--- config.mk ---
export PLATFORM = sky130hd
export DESIGN_NAME = range_set_subtract_unit_flat
export DESIGN_NICKNAME = d
export VERILOG_FILES = /design/src/hw/rtl/rss_pkg.sv /design/src/hw/rtl/rss_req_if.sv /design/src/hw/rtl/rss_rsp_if.sv /design/src/hw/rtl/rss_engine.sv /design/src/hw/rtl/rss_result_queue.sv /design/src/hw/rtl/range_set_subtract_unit.sv /design/src/flat_wrapper.sv
export SDC_FILE = /design/constraint.sdc
export NUM_CORES = 1
export LEC_CHECK = 0
export BUFFER_PORTS_ARGS = -buffer_cell sky130_fd_sc_hd__buf_2
export CAP_MARGIN = 10
export CORE_MARGIN = 2
export CORE_UTILIZATION = 55
export CTS_BUF_LIST = sky130_fd_sc_hd__clkbuf_16
export DETAILED_ROUTE_END_ITERATION = 10
export PLACE_DENSITY_LB_ADDON = 0.1
export SYNTH_ARGS = -nofsm -noshare
export SYNTH_HDL_FRONTEND = slang
export SYNTH_SLANG_ARGS = --single-unit
--- constraint.sdc ---
create_clock -name clk -period 7.85 [get_ports clk]
set_clock_uncertainty 0.05 [all_clocks]
set_input_delay 0.3925 -clock clk [delete_from_list [all_inputs] [get_ports clk]]
set_output_delay 0.3925 -clock clk [all_outputs]
set_load 0.02 [all_outputs]
--- src/hw/rtl/rss_pkg.sv ---
package rss_pkg;

  localparam int VALUE_WIDTH = 32;
  localparam int RES_DEPTH   = 4;
  localparam int RES_PTR_W   = $clog2(RES_DEPTH);
  localparam int RES_CNT_W   = $clog2(RES_DEPTH + 1);

  localparam logic FUNC_BEGIN    = 1'b0;
  localparam logic FUNC_SUBTRACT = 1'b1;

  typedef struct packed {
    logic [VALUE_WIDTH-1:0] out_low;
    logic [VALUE_WIDTH-1:0] out_high;
    logic                   has_piece;
    logic                   end_of_call;
  } rss_result_t;

  // Results of one item: count is 0, 1 or 2, r0 is always filled first.
  typedef struct packed {
    logic [1:0]  count;
    rss_result_t r0;
    rss_result_t r1;
  } rss_push_t;

endpackage

--- src/hw/rtl/rss_req_if.sv ---
interface rss_req_if import rss_pkg::*; ();
  logic                   valid;
  logic                   ready;
  logic                   func;
  logic [VALUE_WIDTH-1:0] range_low;
  logic [VALUE_WIDTH-1:0] range_high;
  logic                   last_item;

  modport source (output valid, func, range_low, range_high, last_item, input ready);
  modport sink (input valid, func, range_low, range_high, last_item, output ready);
endinterface

--- src/hw/rtl/rss_rsp_if.sv ---
interface rss_rsp_if import rss_pkg::*; ();
  logic                   valid;
  logic                   ready;
  logic [VALUE_WIDTH-1:0] out_low;
  logic [VALUE_WIDTH-1:0] out_high;
  logic                   has_piece;
  logic                   end_of_call;

  modport source (output valid, out_low, out_high, has_piece, end_of_call, input ready);
  modport sink (input valid, out_low, out_high, has_piece, end_of_call, output ready);
endinterface

--- src/hw/rtl/rss_engine.sv ---
module rss_engine import rss_pkg::*; (
  input  logic      clk,
  input  logic      rst,
  rss_req_if.sink   req,
  input  logic      room,
  output rss_push_t push
);

  logic                   item_valid;
  logic                   item_func;
  logic [VALUE_WIDTH-1:0] item_low;
  logic [VALUE_WIDTH-1:0] item_high;
  logic                   item_last;

  logic [VALUE_WIDTH-1:0] running_low;
  logic [VALUE_WIDTH-1:0] target_high;
  logic                   exhausted;

  logic [VALUE_WIDTH-1:0] running_low_next;
  logic [VALUE_WIDTH-1:0] target_high_next;
  logic                   exhausted_next;

  logic                   advance;
  logic                   gap;
  logic [VALUE_WIDTH-1:0] low_m1;
  logic [VALUE_WIDTH-1:0] gap_high;
  logic [VALUE_WIDTH-1:0] bound;
  rss_result_t            gap_res;
  rss_result_t            final_res;

  assign advance   = item_valid && room;
  assign req.ready = !item_valid || advance;

  always_ff @(posedge clk) begin
    if (rst) begin
      item_valid <= 1'b0;
    end else if (req.ready) begin
      item_valid <= req.valid;
    end
    if (req.valid && req.ready) begin
      item_func <= req.func;
      item_low  <= req.range_low;
      item_high <= req.range_high;
      item_last <= req.last_item;
    end
  end

  always_comb begin
    low_m1   = item_low - VALUE_WIDTH'(1);
    gap_high = (low_m1 > target_high) ? target_high : low_m1;
    bound    = item_high + VALUE_WIDTH'(1);
    gap      = 1'b0;

    running_low_next = running_low;
    target_high_next = target_high;
    exhausted_next   = exhausted;

    if (item_func == FUNC_BEGIN) begin
      running_low_next = item_low;
      target_high_next = item_high;
      exhausted_next   = item_low > item_high;
    end else if (!exhausted) begin
      gap = running_low < item_low;
      if (item_high == '1) begin
        exhausted_next = 1'b1;
      end else begin
        if (bound > running_low) begin
          running_low_next = bound;
        end
        exhausted_next = ((bound > running_low) ? bound : running_low) > target_high;
      end
    end

    gap_res.out_low     = running_low;
    gap_res.out_high    = gap_high;
    gap_res.has_piece   = 1'b1;
    gap_res.end_of_call = 1'b0;

    if (exhausted_next) begin
      final_res.out_low   = '0;
      final_res.out_high  = '0;
      final_res.has_piece = 1'b0;
    end else begin
      final_res.out_low   = running_low_next;
      final_res.out_high  = target_high_next;
      final_res.has_piece = 1'b1;
    end
    final_res.end_of_call = 1'b1;

    push.r0    = gap ? gap_res : final_res;
    push.r1    = final_res;
    push.count = advance ? (2'(gap) + 2'(item_last)) : 2'd0;
  end

  always_ff @(posedge clk) begin
    if (rst) begin
      running_low <= '0;
      target_high <= '0;
      exhausted   <= 1'b1;
    end else if (advance) begin
      running_low <= running_low_next;
      target_high <= target_high_next;
      exhausted   <= exhausted_next || item_last;
    end
  end

endmodule

--- src/hw/rtl/rss_result_queue.sv ---
module rss_result_queue import rss_pkg::*; (
  input  logic      clk,
  input  logic      rst,
  input  rss_push_t push,
  output logic      room,
  rss_rsp_if.source rsp
);

  rss_result_t            slots [RES_DEPTH];
  logic [RES_PTR_W-1:0]   wr_ptr;
  logic [RES_PTR_W-1:0]   rd_ptr;
  logic [RES_CNT_W-1:0]   count;
  logic                   pop;
  rss_result_t            head;

  assign room = count <= RES_CNT_W'(RES_DEPTH - 2);
  assign pop  = rsp.valid && rsp.ready;
  assign head = slots[rd_ptr];

  assign rsp.valid       = count != '0;
  assign rsp.out_low     = head.out_low;
  assign rsp.out_high    = head.out_high;
  assign rsp.has_piece   = head.has_piece;
  assign rsp.end_of_call = head.end_of_call;

  always_ff @(posedge clk) begin
    if (push.count != 2'd0) begin
      slots[wr_ptr] <= push.r0;
    end
    if (push.count == 2'd2) begin
      slots[wr_ptr + RES_PTR_W'(1)] <= push.r1;
    end
  end

  always_ff @(posedge clk) begin
    if (rst) begin
      wr_ptr <= '0;
      rd_ptr <= '0;
      count  <= '0;
    end else begin
      wr_ptr <= wr_ptr + RES_PTR_W'(push.count);
      rd_ptr <= rd_ptr + RES_PTR_W'(pop);
      count  <= count + RES_CNT_W'(push.count) - RES_CNT_W'(pop);
    end
  end

endmodule

--- src/hw/rtl/range_set_subtract_unit.sv ---
// Range set subtract unit. A begin transfer (func = 0) loads a closed target
// range [range_low, range_high]. Each subtract transfer (func = 1) carries one
// range of a list that must be sorted ascending and non-overlapping; for each
// one the unit sends the gap of the target below it, if any, as a result with
// has_piece = 1 and end_of_call = 0, and then moves its running low bound past
// the range. A list range whose high end is the largest value uses up the
// target instead of wrapping around. A transfer with last_item = 1 also sends
// the final result with end_of_call = 1: the rest of the target, or a result
// with has_piece = 0 and zero bounds when nothing is left. After that final
// result the target counts as used up, so further list items send nothing
// until the next begin, except that a last item still sends an empty final.
// Each input transfer therefore causes zero, one or two results, in order.
// The request is held in an input register, its results are computed
// combinationally and written into a four-entry result queue; the unit takes
// one input transfer per clock while the queue has room. The first result is
// visible once the input register has passed it into the result queue, ready
// to be taken at the following edge. The output port delivers one result per
// clock while the receiver is ready, two results of one item one after the
// other; the request side stalls only when the queue cannot hold two more results.
module range_set_subtract_unit import rss_pkg::*; (
  input  logic      clk,
  input  logic      rst,
  rss_req_if.sink   req,
  rss_rsp_if.source rsp
);

  // Results of the item leaving the input register this cycle.
  rss_push_t push;
  // The queue has space for the largest burst one item can produce.
  logic      room;

  rss_engine u_engine (
    .clk  (clk),
    .rst  (rst),
    .req  (req),
    .room (room),
    .push (push)
  );

  rss_result_queue u_queue (
    .clk  (clk),
    .rst  (rst),
    .push (push),
    .room (room),
    .rsp  (rsp)
  );

endmodule

--- src/flat_wrapper.sv ---
// flat-port wrapper written by rule: the top's interface ports become plain ports
module range_set_subtract_unit_flat import rss_pkg::*;
  (clk, rst, req_valid, req_func, req_range_low, req_range_high, req_last_item, req_ready, rsp_valid, rsp_out_low, rsp_out_high, rsp_has_piece, rsp_end_of_call, rsp_ready);
  rss_req_if req_i ();
  rss_rsp_if rsp_i ();
  input  logic clk;
  input  logic rst;
  input wire logic [$bits(req_i.valid)-1:0] req_valid;
  input wire logic [$bits(req_i.func)-1:0] req_func;
  input wire logic [$bits(req_i.range_low)-1:0] req_range_low;
  input wire logic [$bits(req_i.range_high)-1:0] req_range_high;
  input wire logic [$bits(req_i.last_item)-1:0] req_last_item;
  output wire logic [$bits(req_i.ready)-1:0] req_ready;
  output wire logic [$bits(rsp_i.valid)-1:0] rsp_valid;
  output wire logic [$bits(rsp_i.out_low)-1:0] rsp_out_low;
  output wire logic [$bits(rsp_i.out_high)-1:0] rsp_out_high;
  output wire logic [$bits(rsp_i.has_piece)-1:0] rsp_has_piece;
  output wire logic [$bits(rsp_i.end_of_call)-1:0] rsp_end_of_call;
  input wire logic [$bits(rsp_i.ready)-1:0] rsp_ready;
  assign req_i.valid = req_valid;
  assign req_i.func = req_func;
  assign req_i.range_low = req_range_low;
  assign req_i.range_high = req_range_high;
  assign req_i.last_item = req_last_item;
  assign req_ready = req_i.ready;
  assign rsp_valid = rsp_i.valid;
  assign rsp_out_low = rsp_i.out_low;
  assign rsp_out_high = rsp_i.out_high;
  assign rsp_has_piece = rsp_i.has_piece;
  assign rsp_end_of_call = rsp_i.end_of_call;
  assign rsp_i.ready = rsp_ready;
  range_set_subtract_unit u_core (.clk(clk), .rst(rst), .req(req_i), .rsp(rsp_i));
endmodule
After elaboration in Yosys (flattened, before gate mapping). Memories as Yosys holds them, arrays and structs flattened. A register that Yosys moved wholly into a read port is not among the register bits. Index checks and enable logic that the tools add are counted.

Register bits: 139. Memory bits (writable): 264. Bits of input ports: 70. Output and inout port bits: 68. Logic and storage cells: 55. Memories kept: 1.

Memories: u_core.u_queue.slots (words 4, width 66, rd ports 1, clocked after memory_dff 1, write ports 2, RTL line rss_result_queue.sv:9) `rss_result_t slots [RES_DEPTH];`.

Add/subtract/negate cells: 8. Magnitude comparators: 6. Eq/ne operators: 2. Multiplexer cells: 19. Reduce and logical (&&, ||, !) cells: 8.

Operator list (count): 2-to-1 mux 32 bit (6); > comparator 32 bit (4); 2-to-1 mux 66 bit (1); 2-to-1 mux 65 bit (1); adder 32 x 1 -> 32 bit (second input constant) (1); equality test 32 bit (second input constant) (1); < comparator 32 bit (1); subtractor 32 x 1 -> 32 bit (second input constant) (1); 2-to-1 mux 1 bit (9); 2-to-1 mux 2 bit (2); adder 3 x 2 -> 3 bit (1); less-or-equal comparator 3 x 2 -> 1 bit (second input constant) (1); logical AND 1 bit (3); nonzero test 3 bit (1); subtractor 3 x 1 -> 3 bit (1); adder 1 x 1 -> 2 bit (1); adder 2 x 1 -> 2 bit (1); adder 2 x 1 -> 2 bit (second input constant) (1); adder 2 bit (1); equality test 2 bit (second input constant) (1); logical OR 1 bit (2); nonzero test 2 bit (1); zero test 1 bit (1).

Logic depth before layout (Yosys ltp).
Word-level depth: 9. Gate-level depth with buffers: 29. Gate-level depth less buffers: 24.

Cells and area by module. Synthesis repeated with hierarchy kept, for this count alone.

Cells, all modules: 2226. Area total of the unflattened synthesis: 25373.1 um^2.

Modules (own cells, without submodules): rss_result_queue (instances 1, cells an instance 684, area an instance 13162.6 um^2, sequential area each 8067.7 um^2); rss_engine (instances 1, cells an instance 1542, area an instance 12210.5 um^2, sequential area each 3303.2 um^2).

Worst setup path after synthesis. No wires, ideal clock.

Path type: reg-to-reg. Start point: reg u_core.u_engine.item_low[23]. End point: mem u_core.u_queue.slots[0][10] (netlist bit), enable pin. Library setup time: 0.586 ns. Arrival: 7.237 ns. Required time: 7.214 ns. Path slack: -0.023 ns. Stages on the path, launching flop included: 12. Buffers on the path: 1. Clock period less this slack: 7.873 ns. Path through: edfxtp_1 > inv_1 > ha_1 > nand4_1 > nor4_1 > o211ai_1 > o211ai_1 > a21oi_1 > clkbuf_1 > ha_1 > o21ai_0 > o31ai_1.

RTL lines: start: declaration (RTL line rss_engine.sv:11) `logic [VALUE_WIDTH-1:0] item_low;`; start signal: assignment (RTL line rss_engine.sv:42) `item_low <= req.range_low;`; end: declaration (RTL line rss_result_queue.sv:9).

==> impl_metrics.env <==
export IMPL_io_buffers=137
export IMPL_regArea_sq_mm=0.01134
export IMPL_overflow=0
export IMPL_worst_slew_pin_slew_ns=1.150
export IMPL_dr_pass1_iters=7
export IMPL_rsz0062_at_grt="no"
export IMPL_htreeDepth=2
export IMPL_yosys_area_top_type="edfxtp_1"
export IMPL_antenna_found_initial=1
export IMPL_crit_required_ns=8.20
export IMPL_drtIter0Drc=1735
export IMPL_drt_total_wl_mm=72.01
export IMPL_synth_top_area_share_pct=42.52
export IMPL_finalSetupTns_ns=0
export IMPL_final_cell_mix="edfxtp_1, o22ai_1, ha_1"
export IMPL_nNetsFinal=2424
export IMPL_rr_worst_depth=26
export IMPL_cts_tree="yes"
export IMPL_clk_insertion_delay_late_ns=0.58
export IMPL_synthCells=2014
export IMPL_vdd_drop_max_mv=0.1821
export IMPL_ys_ff_latch=403
export IMPL_gp_congestion=0.9573
export IMPL_num_rows=74
export IMPL_ys_types=58
export IMPL_critPathKind="reg2reg"
export IMPL_ant_nets=0
export IMPL_avgViaCountPerCell=6.527
export IMPL_final_common_cell="edfxtp_1"
export IMPL_setup_viol=0
export IMPL_synth_area_per_cell_sq_um=11.43
export IMPL_start_util_pct=56.00
export IMPL_synth_area_top_cells="edfxtp_1, ha_1, dfxtp_1, mux4_2, o22ai_1"
export IMPL_antenna_cells=0
export IMPL_clkTransAtPathRegs_ns=0.06
export IMPL_grt_usage_pct=33.04
export IMPL_clockBufferDepth=3
export IMPL_synth_ff_type="edfxtp_1"
export IMPL_rr_startpoint="u_core.u_engine.item_high[0]"
export IMPL_hp_class="in2reg"
export IMPL_fin_crit_sh_pct=93.02
export IMPL_powerDensity_mw_per_mm2=249.2
export IMPL_max_cap_violations=0
export IMPL_grt_max_degree=95
export IMPL_clock_fmax_mhz=137.0
export IMPL_mappedNetlistArea_sq_mm=0.02302
export IMPL_outcome="completed"
export IMPL_slew_headroom_pct=23.36
export IMPL_async_flop_share_pct=0
export IMPL_drc=0
export IMPL_min_to="u_core.u_queue.rd_ptr[0]"
export IMPL_cts_buffers=44
export IMPL_crit_fanout=51
export IMPL_die_x_microns=208.6
export IMPL_post_drt_wl_per_cell_microns=26.17
export IMPL_synthToLayoutAreaGrowth_pct=14.46
export IMPL_power_frac_comb_pct=30.2
export IMPL_ioPinCount=138
export IMPL_post_route_util_pct=64.09
export IMPL_finalHoldViolCount=0
export IMPL_multi_input_area_sq_mm=0.01073
export IMPL_hpwlAfterDp_mm=49.30
export IMPL_synth_edf_count=326
export IMPL_die_h_microns=208.6
export IMPL_dieArea_sq_mm=0.04351
export IMPL_grt_first_pass_wirelength_mm=108.5
export IMPL_cp_start_kind="flip-flop"
export IMPL_grt_pass1_vias=17900
export IMPL_regToRegSetupSlack_ns=0.55
export IMPL_cts_root_buffer="clkbuf_16"
export IMPL_r2r_end="u_core.u_queue.slots[3][2]"
export IMPL_vias=17960
export IMPL_power_switching_share_pct=34.38
export IMPL_core_sq_mm=0.04111
export IMPL_postCtsSetupRepairBufs=0
export IMPL_seqPwrFrac_pct=40.7
export IMPL_synth_seq_area_share_pct=49.22
export IMPL_drive_gt1_share_pct=14.59
export IMPL_hold_depth=4
export IMPL_timing_final_max_slew_violations=0
export IMPL_internal_power_uw=4309
export IMPL_syn_nets=2252
export IMPL_cts_sinks=403
export IMPL_fillers=3246
export IMPL_hp_start="rsp_ready"
export IMPL_crit_start="u_core.u_engine.item_high[0]"
export IMPL_ys_warn_count=0
export IMPL_end_kind="flip-flop"
export IMPL_netSwitchingPower_uw=2258
export IMPL_min_period_ns=7.302
export IMPL_leakage_uw=0.009355
export IMPL_worstPathArrival_ns=7.65
export IMPL_clockPowerShare_pct=29.1
-- state kept, by name, indices dropped and copies added, names as in the netlist --
register,count
u_core.u_engine.exhausted,1
u_core.u_engine.item_func,1
u_core.u_engine.item_high,32
u_core.u_engine.item_last,1
u_core.u_engine.item_low,32
u_core.u_engine.item_valid,1
u_core.u_engine.running_low,32
u_core.u_engine.target_high,32
u_core.u_queue.count,3
u_core.u_queue.rd_ptr,2
u_core.u_queue.slots,264
u_core.u_queue.wr_ptr,2
-- repair_timing --
item,4_1_cts,5_1_grt
endpoints found under the setup margin,0,257
resized for setup,0,2
hold buffers,67,0
hold endpoints to repair,67,0
-- per-layer routing --
metal / track usage (%) / share of wire, % / vias to the layer above
li1: - / - / 8194
met1: 42.55 / 39 / 8710
met2: 56.58 / 49 / 888
met3: 4.734 / 7.6 / 168
met4: 13.15 / 3.7 / 2
met5: 0 / 0.011 / -
-- power by group through the flow --
stage	combinational, uW	clock, uW	sequential (uW)
floorplan	1440	0	2580
global placement	1910	0	2710
detailed placement	1940	0	2710
CTS	1980	1940	2670
global route	2160	2010	2690
finish	1980	1910	2670
-- per-stage QoR --
| step | total power, uW | instance area [sq um] | setup slack [ns] | hold slack [ns] | cells |
|---|---|---|---|---|---|
| 2_1_floorplan | 4021 | 23030 | 1.621 | 0.4292 | 2014 |
| 3_3_place_gp | 4619 | 24360 | 0.3245 | 0.4480 | 2605 |
| 3_5_place_dp | 4653 | 24360 | 0.3317 | 0.4643 | 2605 |
| 4_1_cts | 6584 | 26340 | 0.2665 | 0.2906 | 2752 |
| 5_1_grt | 6868 | 26350 | 0.08294 | 0.3671 | 2752 |
| 6_report | 6566 | 26350 | 0.5482 | 0.3019 | 2752 |
-- cell usage after synthesis (all sizes together), types with 53 or more instances --
cell type,instances
ha,167
a22o,80
dfxtp,77
a21oi,82
o21ai,53
nor2,133
mux2i,67
nand2,103
o22ai,180
clkbuf,84
inv,146
a211oi,67
xnor2,62
edfxtp,326
mux4,66
-- cell families (layout without fill, tap and decap cells) --
| kind of cell | count (synthesis) | after routing | synth area share [%] |
|---|---|---|---|
| AOI/OAI and AO/OA | 559 | 559 | 16.40 |
| xor gates and xnor gates | 64 | 64 | 2.435 |
| adders and majority gates | 168 | 168 | 9.164 |
| buffers and inverters | 263 | 469 | 4.392 |
| DFF | 403 | 403 | 49.22 |
| muxes | 133 | 133 | 9.566 |
| and+or+nand+nor | 424 | 424 | 8.827 |
-- worst max-delay path, stage by stage, from the launching register on --
cell and delay (ns):
edfxtp_1 0.61, ha_1 0.27, nand3_1 0.28, nor4_2 0.25, buf_4 0.23, nand2_1 0.11
nor2_1 0.16, xnor2_1 0.21, inv_1 0.08, ha_1 0.32, nand4_1 0.19, nor4_2 0.59
o31ai_1 0.36, a21oi_2 0.21, buf_4 0.39, o21ai_0 0.18, ha_1 0.34, nand4_1 0.19
a21oi_1 0.07, a2111oi_1 0.63, o211ai_1 0.15, a311oi_1 0.24, a311oi_1 0.08, buf_4 0.20
a21o_1 0.19, buf_12 0.17, o22ai_1 0.22
-- area by class of cell --
type,instances,share of cell area [%]
timing repair buffer,243,6.686
multi-input combinational,1348,40.72
clock buffer,45,4.274
tap,532,2.526
inverter,146,2.080
clock inverter,35,0.6933
sequential,403,43.02
-- worst max path at each step --
stage                                   to  slack (ns)  cells after the start
2_1_floorplan  u_core.u_queue.slots[2][10]        1.62                     25
3_3_place_gp   u_core.u_queue.slots[2][61]        0.32                     26
3_5_place_dp   u_core.u_queue.slots[0][58]        0.33                     26
4_1_cts        u_core.u_queue.slots[0][58]        0.27                     26
5_1_grt        u_core.u_queue.slots[2][61]        0.08                     27
6_report        u_core.u_queue.slots[3][2]        0.55                     26
No activity file was read; power rests on OpenSTA's default activity.
